==> config.mk <==
export PLATFORM = sky130hd
export DESIGN_NAME = cswb_alu
export DESIGN_NICKNAME = d
export VERILOG_FILES = /design/src/cswb_pkg.sv /design/src/cswb_alu.sv
export SDC_FILE = /design/constraint.sdc
export NUM_CORES = 1
export LEC_CHECK = 0
export ABC_CLOCK_PERIOD_IN_PS = 6800
export BUFFER_PORTS_ARGS = -buffer_cell sky130_fd_sc_hd__buf_2
export CORE_MARGIN = 4
export CORE_UTILIZATION = 48
export DETAILED_ROUTE_END_ITERATION = 8
export PLACE_DENSITY = 0.88
export RECOVER_POWER = 50
export REMOVE_ABC_BUFFERS = 1
export SETUP_SLACK_MARGIN = 0.05
export SLEW_MARGIN = 20
export SYNTH_ARGS = -nofsm -noshare
export SYNTH_HDL_FRONTEND = slang
export SYNTH_SLANG_ARGS = --single-unit
==> constraint.sdc <==
create_clock -name vclk -period 6.8
set_clock_uncertainty 0.05 [all_clocks]
set_input_delay 0.68 -clock vclk [all_inputs]
set_output_delay 0.68 -clock vclk [all_outputs]
set_load 0.01 [all_outputs]
==> src/cswb_pkg.sv <==
// Package for the count-smallest-within-budget block.
// Holds the sizes, operation codes, state encoding and the compare/add and memory request types.
// No dependencies.
package cswb_pkg;

  localparam int unsigned Capacity  = 1024;
  localparam int unsigned IdxW      = (Capacity > 1) ? $clog2(Capacity) : 1;
  localparam int unsigned CntW      = $clog2(Capacity + 1);
  localparam int unsigned ValueW    = 20;
  localparam int unsigned SumW      = 31;
  localparam int unsigned BudgetW   = 32;
  localparam int unsigned CmpW      = 32;
  localparam int unsigned EntryW    = ValueW + SumW;
  localparam int unsigned InDataW   = 56;
  localparam int unsigned OutDataW  = 16;

  typedef enum logic [1:0] {
    OP_CLEAR = 2'd0,
    OP_LOAD  = 2'd1,
    OP_QUERY = 2'd2,
    OP_NONE  = 2'd3
  } op_e;

  typedef enum logic [4:0] {
    S_IDLE = 5'b00001,
    S_LRD  = 5'b00010,
    S_LCMP = 5'b00100,
    S_QRD  = 5'b01000,
    S_QCMP = 5'b10000
  } state_e;

  typedef struct packed {
    logic [CmpW-1:0] cmp_a;
    logic [CmpW-1:0] cmp_b;
    logic [SumW-1:0] add_a;
    logic [SumW-1:0] add_b;
  } alu_req_t;

  typedef struct packed {
    logic            gt;
    logic [SumW-1:0] sum;
  } alu_rsp_t;

  typedef struct packed {
    logic              we;
    logic [IdxW-1:0]   waddr;
    logic [EntryW-1:0] wdata;
    logic [IdxW-1:0]   raddr;
  } mem_req_t;

endpackage

==> src/cswb_alu.sv <==
// Shared compare and add unit used by the insertion and search sequences.
// Depends on cswb_pkg.
module cswb_alu import cswb_pkg::*; (
  input  alu_req_t req_i,
  output alu_rsp_t rsp_o
);

  assign rsp_o.gt  = (req_i.cmp_a > req_i.cmp_b);
  assign rsp_o.sum = req_i.add_a + req_i.add_b;

endmodule

==> flow_summary_export.csv, run 1 <==
group,metric,value,unit
finish,nets_final,674,
timing,fin_crit,3.832,ns
global_routing,grt_antenna_before_repair,0,
worst_setup_path,cp-end-kind,"primary output",
drt,drt_first_iter_violations,85,
floorplan,initial_core_util,50.01,%
floorplan,placement_rows,25,
placed_design,post_dp_cell_area,0.003248,mm2
worst_setup_path,max_stage_delay,0.45,ns
floorplan,dieArea,0.006180,mm2
timing,timing.final.crit_share,56.36,%
timing,grt_setup_unrepaired,"no",
placed_design,dp_hpwl,6638,um
worst_setup_path,cells_along_the_critical_path,"buf_2 -> ha_1 -> fa_1 -> a211oi_1 -> o21a_1 -> a21bo_2 -> o21ba_2 -> o21ai_0 -> a211oi_1 -> xnor2_1 -> buf_2",
placed_design,port_bufs,158,
placed_design,gp_congestion,0.9622,
finish,fraction_of_final_layout_cells_sized_beyond_drive_strength_1,31.68,%
power_and_ir_drop,max-vdd-ir-drop,0.06968,mV
finish,finalInstanceArea,0.003222,mm2
finish,final-seq-area,0,um2
drt,detail_route.wirelength,7431,um
global_routing,first_global_vias,2946,
worst_setup_path,timing.critical_path.required,6.07,ns
finish,antenna-diode-count,0,
timing,finalMaxSlewViolations,0,
timing,finalHoldViolCount,0,
placed_design,preCtsSetupSlack,3.018,ns
hold_path,timing.hold.worst_path_depth,3,
finish,flow.area_growth_from_synthesis,34.61,%
synthesis,seq_area_frac_synth,0,%
floorplan,placeableCoreArea,0.004786,mm2
power_and_ir_drop,pwr_cell_area,93.83,mW/mm2
synthesis,synth.cell_area,0.002394,mm2
timing,slew-limit-headroom,72.00,%
drt,vias_per_cell,5.565,
worst_setup_path,cp_slowest_cell,"sky130_fd_sc_hd__fa_1",
synthesis,synthesis.area_per_instance,7.275,um2
synthesis,synthCells,329,
clock_network,ctsHoldBuffers,0,
drt,post-route-drc-count,0,
worst_setup_path,worstSetupStartpointType,"primary input",
global_routing,pin_count_of_the_biggest_net_entering_global_routing,11,
timing,maxClockFrequency,260.9,MHz
floorplan,num_io_pins,158,
global_routing,overflow,0,
power_and_ir_drop,finalPower,302.3,uW
finish,final.clkbuf_count,0,
synthesis,synth_cell_type_count,45,
drt,vias,3061,
drt,drt_pre_antenna_iters,5,
timing,tightest_pin_transition,0.4156,ns
power_and_ir_drop,power_leakage,0.001786,uW
global_routing,grt_pass1_wl,12030,um
worst_setup_path,startpoint_to_endpoint_class_of_the_critical_path,"in2out",
floorplan,dieWidth,78.62,um
status,outcome,"complete, no violations",
timing,worst_slack,2.968,ns
timing,totalNegativeSetupSlack,0,ns
worst_setup_path,critical_path_maximum_fanout,4,
timing,setup_viol,0,
hold_path,holdCritPathClass,"in2out",
floorplan,fp.dieH,78.62,um
flow_run,maxCapViolCount,0,
finish,seq_cell_count,0,
drt,wl_per_cell,13.51,um
finish,post-route-util,67.32,%
clock_network,cts_repair_resize_count,0,
synthesis,yosysWarningCount,0,
drt,drt.antenna.violating_nets,0,
worst_setup_path,critical_path_arrival,3.10,ns
clock_network,postCtsSetupRepairBufs,0,
global_routing,global_router_s_overall_resource_usage,22.52,%
metal layers:
metal  share of wire (%)  vias up  GRT usage (%)
li1                    -     1539              -
met1                  40     1368          25.82
met2                  51      146          44.06
met3                 8.3        8          3.211
met4                0.62        0          3.497
met5                   0        -              0
cell usage in the layout, fill, tap and decap left out, types with 3 or more instances in the layout:
master,n
sky130_fd_sc_hd__a211oi_1,5
sky130_fd_sc_hd__a21o_1,18
sky130_fd_sc_hd__a21oi_1,44
sky130_fd_sc_hd__buf_2,145
sky130_fd_sc_hd__clkbuf_1,13
sky130_fd_sc_hd__ha_1,62
sky130_fd_sc_hd__inv_1,34
sky130_fd_sc_hd__nand2_1,25
sky130_fd_sc_hd__nand3_1,6
sky130_fd_sc_hd__nand4_1,12
sky130_fd_sc_hd__nor2_1,14
sky130_fd_sc_hd__nor3_1,3
sky130_fd_sc_hd__o211ai_1,7
sky130_fd_sc_hd__o21a_1,7
sky130_fd_sc_hd__o21ai_0,21
sky130_fd_sc_hd__o221ai_1,4
sky130_fd_sc_hd__xnor2_1,16
sky130_fd_sc_hd__xor2_1,13
metrics by stage:
stage	cells	hold WS (ns)
2_1_floorplan	325	1.450
3_3_place_gp	550	1.608
3_5_place_dp	550	1.608
4_1_cts	550	1.611
5_1_grt	550	1.670
6_report	550	1.635
report_power, final:
group / total [uW] / internal [uW] / switching [uW]
registers: 0 / 0 / 0
logic: 302 / 136 / 166
clock network: 0 / 0 / 0
total: 302 / 136 / 166
cell families after synthesis:
kind of cell,Yosys count,share of synthesized area (%)
AO/OA/AOI/OAI,125,34.76
XOR/XNOR,29,10.61
adder cells (fa/ha/maj),63,33.25
buffers and inverters,38,6.168
AND/OR/NAND/NOR,74,15.21
cells in the mapped netlist (2+ instances only):
cell type	instances	area [um2]
sky130_fd_sc_hd__o211ai_1	7	52.55
sky130_fd_sc_hd__o21bai_1	2	15.01
sky130_fd_sc_hd__or2_2	2	12.51
sky130_fd_sc_hd__a31oi_1	2	12.51
sky130_fd_sc_hd__nand4_1	12	75.07
sky130_fd_sc_hd__ha_1	62	775.7
sky130_fd_sc_hd__nor2b_1	2	12.51
sky130_fd_sc_hd__xor2_1	13	113.9
sky130_fd_sc_hd__o221ai_2	2	30.03
sky130_fd_sc_hd__a211oi_1	5	37.54
sky130_fd_sc_hd__o21ai_0	21	105.1
sky130_fd_sc_hd__and2_1	3	18.77
sky130_fd_sc_hd__inv_1	34	127.6
sky130_fd_sc_hd__a21o_1	18	135.1
sky130_fd_sc_hd__nor2_1	14	52.55
sky130_fd_sc_hd__nand2_1	25	93.84
sky130_fd_sc_hd__or3_1	2	12.51
sky130_fd_sc_hd__buf_2	3	15.01
sky130_fd_sc_hd__a21oi_1	43	215.2
sky130_fd_sc_hd__and4_1	2	17.52
sky130_fd_sc_hd__nand3_1	6	30.03
sky130_fd_sc_hd__xnor2_1	16	140.1
sky130_fd_sc_hd__o221ai_1	3	26.28
sky130_fd_sc_hd__nor3_1	3	15.01
sky130_fd_sc_hd__o21a_1	7	52.55
path summary, 6_finish.rpt:
path | start | end
max | req_i[0] | rsp_o[26]
min | req_i[31] | rsp_o[0]
worst max-delay path, delay by kind of cell:
| kind | cells | cell delay [ns] |
|---|---|---|
| compound gates | 6 | 1.33 |
| fa+ha+maj | 2 | 0.68 |
| buf+inv | 2 | 0.25 |
| xor+xnor | 1 | 0.15 |
final cells by class:
class,instances,area [um2]
multi-input cells,291,2236
inverters,34,127.6
repair buffers,158,774.5
well taps,67,83.83
fillers,444,1564
Note: power is estimated with default switching activity, not from simulation.
==> run 2: changes to the inputs <==
--- a/config.mk
+++ b/config.mk
@@ -5,12 +5,13 @@
 export SDC_FILE = /design/constraint.sdc
 export NUM_CORES = 1
 export LEC_CHECK = 0
-export ABC_CLOCK_PERIOD_IN_PS = 6800
+export ABC_AREA = 1
+export ABC_CLOCK_PERIOD_IN_PS = 3400
 export BUFFER_PORTS_ARGS = -buffer_cell sky130_fd_sc_hd__buf_2
 export CORE_MARGIN = 4
-export CORE_UTILIZATION = 48
+export CORE_UTILIZATION = 44
 export DETAILED_ROUTE_END_ITERATION = 8
-export PLACE_DENSITY = 0.88
+export PLACE_DENSITY = 0.79
 export RECOVER_POWER = 50
 export REMOVE_ABC_BUFFERS = 1
 export SETUP_SLACK_MARGIN = 0.05
==> constraint.sdc (replaced) <==
create_clock -name vclk -period 3.4
set_clock_uncertainty 0.05 [all_clocks]
set_input_delay 0.34 -clock vclk [all_inputs]
set_output_delay 0.34 -clock vclk [all_outputs]
set_load 0.01 [all_outputs]
==> flow_summary_export.csv, run 2 <==
group,metric,value,unit
synthesis,synthesis.area_per_instance,5.147,um2
timing,slew-limit-headroom,81.22,%
finish,layout_common_cells,"sky130_fd_sc_hd__nand2_1 (230), sky130_fd_sc_hd__buf_2 (144), sky130_fd_sc_hd__inv_1 (132)",
drt,drt_first_iter_violations,125,
synthesis,synth_largest_type_area_fraction,28.48,%
drt,detailroute.wirelength.met3,639,um
timing,totalNegativeSetupSlack,0,ns
synthesis,synthCells,589,
synthesis,synth_compound_area_share,7.511,%
floorplan,num_io_pins,158,
drt,detail_route.wirelength,9246,um
finish,fraction_of_final_layout_cells_sized_beyond_drive_strength_1,20.48,%
status,outcome,"complete, no violations",
hold_path,timing.hold.worst_path_depth,3,
worst_setup_path,worstPathBufferInverterCount,2,
finish,layout.cells.most_common,"sky130_fd_sc_hd__nand2_1",
finish,nets_final,938,
timing,maxClockFrequency,403.9,MHz
floorplan,initial_core_util,46.42,%
floorplan,fp.dieH,91.01,um
worst_setup_path,cp-end-kind,"primary output",
synthesis,synth_simple_gate_area_share,45.56,%
worst_setup_path,cp_slowest_cell,"sky130_fd_sc_hd__fa_1",
drt,route.met2.wl,4484,um
worst_setup_path,startpoint_to_endpoint_class_of_the_critical_path,"in2out",
synthesis,synthXorXnorAreaFrac,4.333,%
synthesis,main_combinational_cell_family_by_area_after_synthesis,"simple AND/OR/NAND/NOR gates",
drt,post-route-drc-count,0,
clock_network,postCtsSetupRepairBufs,0,
synthesis,synth.cell_area,0.003032,mm2
drt,route.top_layer_used,"met4",
timing,finalMaxSlewViolations,0,
timing,setup_viol,0,
flow_run,maxCapViolCount,0,
synthesis,yosys.area.top_type,"sky130_fd_sc_hd__nand2_1",
worst_setup_path,critical_path_maximum_fanout,3,
worst_setup_path,max_stage_delay,0.43,ns
placed_design,port_bufs,158,
power_and_ir_drop,max-vdd-ir-drop,0.09447,mV
drt,vias,3981,
finish,antenna-diode-count,0,
global_routing,grt_pass1_wl,15700,um
global_routing,pin_count_of_the_biggest_net_entering_global_routing,6,
worst_setup_path,crit_top_cell,"sky130_fd_sc_hd__nand2_1",
floorplan,placement_rows,29,
drt,route.layer.met1.wl,3967,um
synthesis,synthAdderAreaFrac,26.25,%
drt,drt.antenna.violating_nets,0,
timing,finalHoldViolCount,0,
placed_design,dp_hpwl,8488,um
hold_path,timing.hold.worst.start,"req_i[31]",
worst_setup_path,cells_along_the_critical_path,"buf_2 -> ha_1 -> fa_1 -> nand3_1 -> nand3_1 -> nand3_1 -> nand3b_1 -> nand2_1 -> nand2_1 -> nand2_1 -> nand2_1 -> buf_2",
global_routing,global_router_s_overall_resource_usage,21.48,%
drt,vias_per_cell,4.831,
timing,worst_slack,0.9242,ns
synthesis,synthTopCellsByCount,"sky130_fd_sc_hd__nand2_1 (230), sky130_fd_sc_hd__inv_1 (132), sky130_fd_sc_hd__ha_1 (62), sky130_fd_sc_hd__nor2_1 (46), sky130_fd_sc_hd__nand3_1 (35)",
worst_setup_path,critical_path.startpoint,"req_i[0]",
hold_path,holdCritPathClass,"in2out",
floorplan,dieArea,0.008282,mm2
clock_network,cts_repair_resize_count,0,
timing,fin_crit,2.476,ns
worst_setup_path,critical_path_arrival,2.09,ns
global_routing,overflow,0,
finish,seq_cell_count,0,
worst_setup_path,timing.critical_path.required,3.01,ns
synthesis,yosysWarningCount,0,
floorplan,placeableCoreArea,0.006531,mm2
floorplan,dieWidth,91.01,um
clock_network,ctsHoldBuffers,0,
finish,flow.area_growth_from_synthesis,28.52,%
synthesis,synth_cell_type_count,23,
power_and_ir_drop,pwr_cell_area,164.4,mW/mm2
timing,timing.final.crit_share,72.82,%
finish,final.clkbuf_count,0,
global_routing,first_global_vias,3816,
timing,tightest_pin_transition,0.2807,ns
worst_setup_path,cpLargestDelayFamily,"simple AND/OR/NAND/NOR gates",
global_routing,grt_antenna_before_repair,0,
timing,grt_setup_unrepaired,"no",
synthesis,seq_area_frac_synth,0,%
synthesis,muxShareOfSynthArea,0,%
synthesis,synth_area_leaders,"sky130_fd_sc_hd__nand2_1 (28%), sky130_fd_sc_hd__ha_1 (26%), sky130_fd_sc_hd__inv_1 (16%)",
placed_design,preCtsSetupSlack,0.9875,ns
worst_setup_path,worstSetupStartpointType,"primary input",
finish,final-seq-area,0,um2
power_and_ir_drop,power_leakage,0.002696,uW
synthesis,most_common_cell_in_the_synthesized_netlist,"sky130_fd_sc_hd__nand2_1",
drt,drt_pre_antenna_iters,4,
placed_design,gp_congestion,0.9222,
worst_setup_path,cp.depth,12,
drt,wl_per_cell,11.22,um
[run 2: power breakdown]
group / internal (uW) / leakage, uW / switching, uW
Clock: 0 / 0 / 0
Combinational: 259 / 0.00270 / 381
Sequential: 0 / 0 / 0
[run 2: cell families (layout without fill, tap and decap cells)]
group	after synthesis	count (layout)
adder cells (fa/ha/maj)	63	63
XOR/XNOR	15	15
buffers and inverters	132	290
AND/OR/NAND/NOR	337	337
AO/OA/AOI/OAI	42	42
[run 2: per-layer routing]
metal | up-vias | global-route usage, %
met5 | - | 0
met4 | 0 | 3.643
met3 | 16 | 1.405
met2 | 148 | 40.53
met1 | 1692 | 26.95
li1 | 2125 | -
[run 2: final cells by class]
type                       instances  area (um2)
timing repair buffer             158       773.2
fill                             713        2635
multi-input combinational        457        2531
inverter                         132       495.5
tap                               77       96.34
[run 2: per-stage QoR]
step / total power, uW / hold slack, ns / util [%] / cells / instance area, um2
6_report: 640.6 / 0.9763 / 59.66 / 824 / 3896
5_1_grt: 729.6 / 1.014 / 59.66 / 824 / 3896
4_1_cts: 651.8 / 0.9412 / 60.00 / 824 / 3919
3_5_place_dp: 647.8 / 0.9412 / 60.00 / 824 / 3919
3_3_place_gp: 635.2 / 0.9250 / 60.00 / 824 / 3919
2_1_floorplan: 410.4 / 0.7701 / - / 589 / 3032
[run 2: worst paths after layout]
kind,slack (ns),endpoint
max,0.92,rsp_o[28]
min,0.98,rsp_o[0]
==> run 3: changes to the inputs <==
--- a/config.mk
+++ b/config.mk
@@ -6,12 +6,12 @@
 export NUM_CORES = 1
 export LEC_CHECK = 0
 export ABC_AREA = 1
-export ABC_CLOCK_PERIOD_IN_PS = 3400
+export ABC_CLOCK_PERIOD_IN_PS = 2350
 export BUFFER_PORTS_ARGS = -buffer_cell sky130_fd_sc_hd__buf_2
 export CORE_MARGIN = 4
-export CORE_UTILIZATION = 44
+export CORE_UTILIZATION = 49
 export DETAILED_ROUTE_END_ITERATION = 8
-export PLACE_DENSITY = 0.79
+export PLACE_DENSITY = 0.84
 export RECOVER_POWER = 50
 export REMOVE_ABC_BUFFERS = 1
 export SETUP_SLACK_MARGIN = 0.05
==> constraint.sdc (replaced) <==
create_clock -name vclk -period 2.35
set_clock_uncertainty 0.05 [all_clocks]
set_input_delay 0.235 -clock vclk [all_inputs]
set_output_delay 0.235 -clock vclk [all_outputs]
set_load 0.01 [all_outputs]
==> flow_summary_export.csv, run 3 (same netlist as run 2, synthesis figures left out) <==
group,metric,value,unit
status,outcome,"complete, no violations",
floorplan,dieWidth,86.66,um
finish,seq_cell_count,0,
finish,layout_common_cells,"sky130_fd_sc_hd__nand2_1 (231), sky130_fd_sc_hd__buf_2 (145), sky130_fd_sc_hd__inv_1 (132)",
finish,fraction_of_final_layout_cells_sized_beyond_drive_strength_1,20.75,%
finish,flow.area_growth_from_synthesis,28.56,%
power_and_ir_drop,pwr_cell_area,238.6,mW/mm2
drt,vias,3957,
drt,drt.antenna.violating_nets,0,
drt,post-route-drc-count,0,
power_and_ir_drop,power_leakage,0.002700,uW
timing,timing.final.crit_share,90.70,%
hold_path,holdCritPathClass,"in2out",
timing,finalMaxSlewViolations,0,
timing,grt_setup_unrepaired,"no",
worst_setup_path,timing.critical_path.required,2.07,ns
global_routing,overflow,0,
power_and_ir_drop,max-vdd-ir-drop,0.1325,mV
floorplan,fp.dieH,86.66,um
timing,worst_slack,0.2185,ns
floorplan,dieArea,0.007509,mm2
worst_setup_path,cp-end-kind,"primary output",
floorplan,placement_rows,28,
placed_design,gp_congestion,0.9531,
floorplan,initial_core_util,50.90,%
placed_design,port_bufs,158,
floorplan,num_io_pins,158,
global_routing,met3_usage,1.426,%
drt,detail_route.wirelength,9190,um
worst_setup_path,startpoint_to_endpoint_class_of_the_critical_path,"in2out",
finish,layout.cells.most_common,"sky130_fd_sc_hd__nand2_1",
global_routing,first_global_vias,3719,
finish,final-seq-area,0,um2
timing,fin_crit,2.132,ns
worst_setup_path,critical_path_arrival,1.85,ns
finish,post-route-util,65.44,%
finish,nets_final,938,
power_and_ir_drop,finalPower,930.0,uW
timing,slew-limit-headroom,79.96,%
drt,drt_pre_antenna_iters,4,
timing,totalNegativeSetupSlack,0,ns
timing,finalHoldViolCount,0,
global_routing,use_met1,28.93,%
drt,wl_per_cell,11.18,um
finish,antenna-diode-count,0,
placed_design,preCtsSetupSlack,0.1606,ns
finish,final.clkbuf_count,0,
timing,maxClockFrequency,469.2,MHz
drt,drt_first_iter_violations,167,
global_routing,use_met2,44.23,%
worst_setup_path,critical_path_maximum_fanout,3,
floorplan,placeableCoreArea,0.005956,mm2
global_routing,global_router_s_overall_resource_usage,23.27,%
worst_setup_path,worstSetupStartpointType,"primary input",
drt,vias_per_cell,4.814,
global_routing,grt_antenna_before_repair,0,
flow_run,maxCapViolCount,0,
global_routing,global_route.peak_usage_layer,"met2",
placed_design,dp_hpwl,8510,um
global_routing,grt_pass1_wl,14920,um
global_routing,pin_count_of_the_biggest_net_entering_global_routing,6,
timing,tightest_pin_transition,0.2996,ns
clock_network,ctsHoldBuffers,0,
timing,setup_viol,0,
## run 3: cell count changes in the layout (fill, tap and decap cells not counted), sizes merged
| cell | delta |
|---|---|
| clkbuf | -1 |
| buf | +1 |
## run 3: cell type report
cell class / count / area [um2]
Multi-Input combinational cell: 457 / 2534
Fill cell: 638 / 2058
Timing Repair Buffer: 158 / 774.5
Inverter: 132 / 495.5
Tap cell: 75 / 93.84
## run 3: path summary, 6_finish.rpt
check / from / endpoint / slack, ns / cells after the start
setup / recovery: req_i[0] / rsp_o[28] / 0.22 / 12
hold / removal: req_i[31] / rsp_o[0] / 0.76 / 3
## run 3: per-stage QoR
stage | hold WS [ns] | cell area (um2) | std cells
4_1_cts | 0.7332 | 3916 | 822
5_1_grt | 0.7994 | 3897 | 822
3_5_place_dp | 0.7320 | 3916 | 822
6_report | 0.7604 | 3897 | 822
3_3_place_gp | 0.7139 | 3916 | 822
2_1_floorplan | 0.5601 | 3032 | 589
## run 3: per-layer routing
| layer | wire, um | up-vias |
|---|---|---|
| li1 | - | 2117 |
| met1 | 3999 | 1692 |
| met2 | 4447 | 140 |
| met3 | 657 | 8 |
| met4 | 85 | 0 |
| met5 | 0 | - |
## run 3: critical path, cell delays in order
cell	delay [ns]
sky130_fd_sc_hd__buf_2	0.10
sky130_fd_sc_hd__ha_1	0.22
sky130_fd_sc_hd__fa_2	0.38
sky130_fd_sc_hd__nand3_1	0.10
sky130_fd_sc_hd__nand3_1	0.12
sky130_fd_sc_hd__nand3_1	0.10
sky130_fd_sc_hd__nand3b_1	0.17
sky130_fd_sc_hd__nand2_1	0.13
sky130_fd_sc_hd__nand2_1	0.06
sky130_fd_sc_hd__nand2_1	0.06
sky130_fd_sc_hd__nand2_1	0.05
sky130_fd_sc_hd__buf_2	0.13
## run 3: where the power goes
| group | switching, uW | internal (uW) | total [uW] |
|---|---|---|---|
| Clock | 0 | 0 | 0 |
| Combinational | 552 | 378 | 930 |
| Sequential | 0 | 0 | 0 |
| Total | 552 | 378 | 930 |
## run 3: timing repair
item | CTS | global route
setup buffers | 0 | 0
setup endpoints to repair | 0 | 1
gates resized for setup | 0 | 1
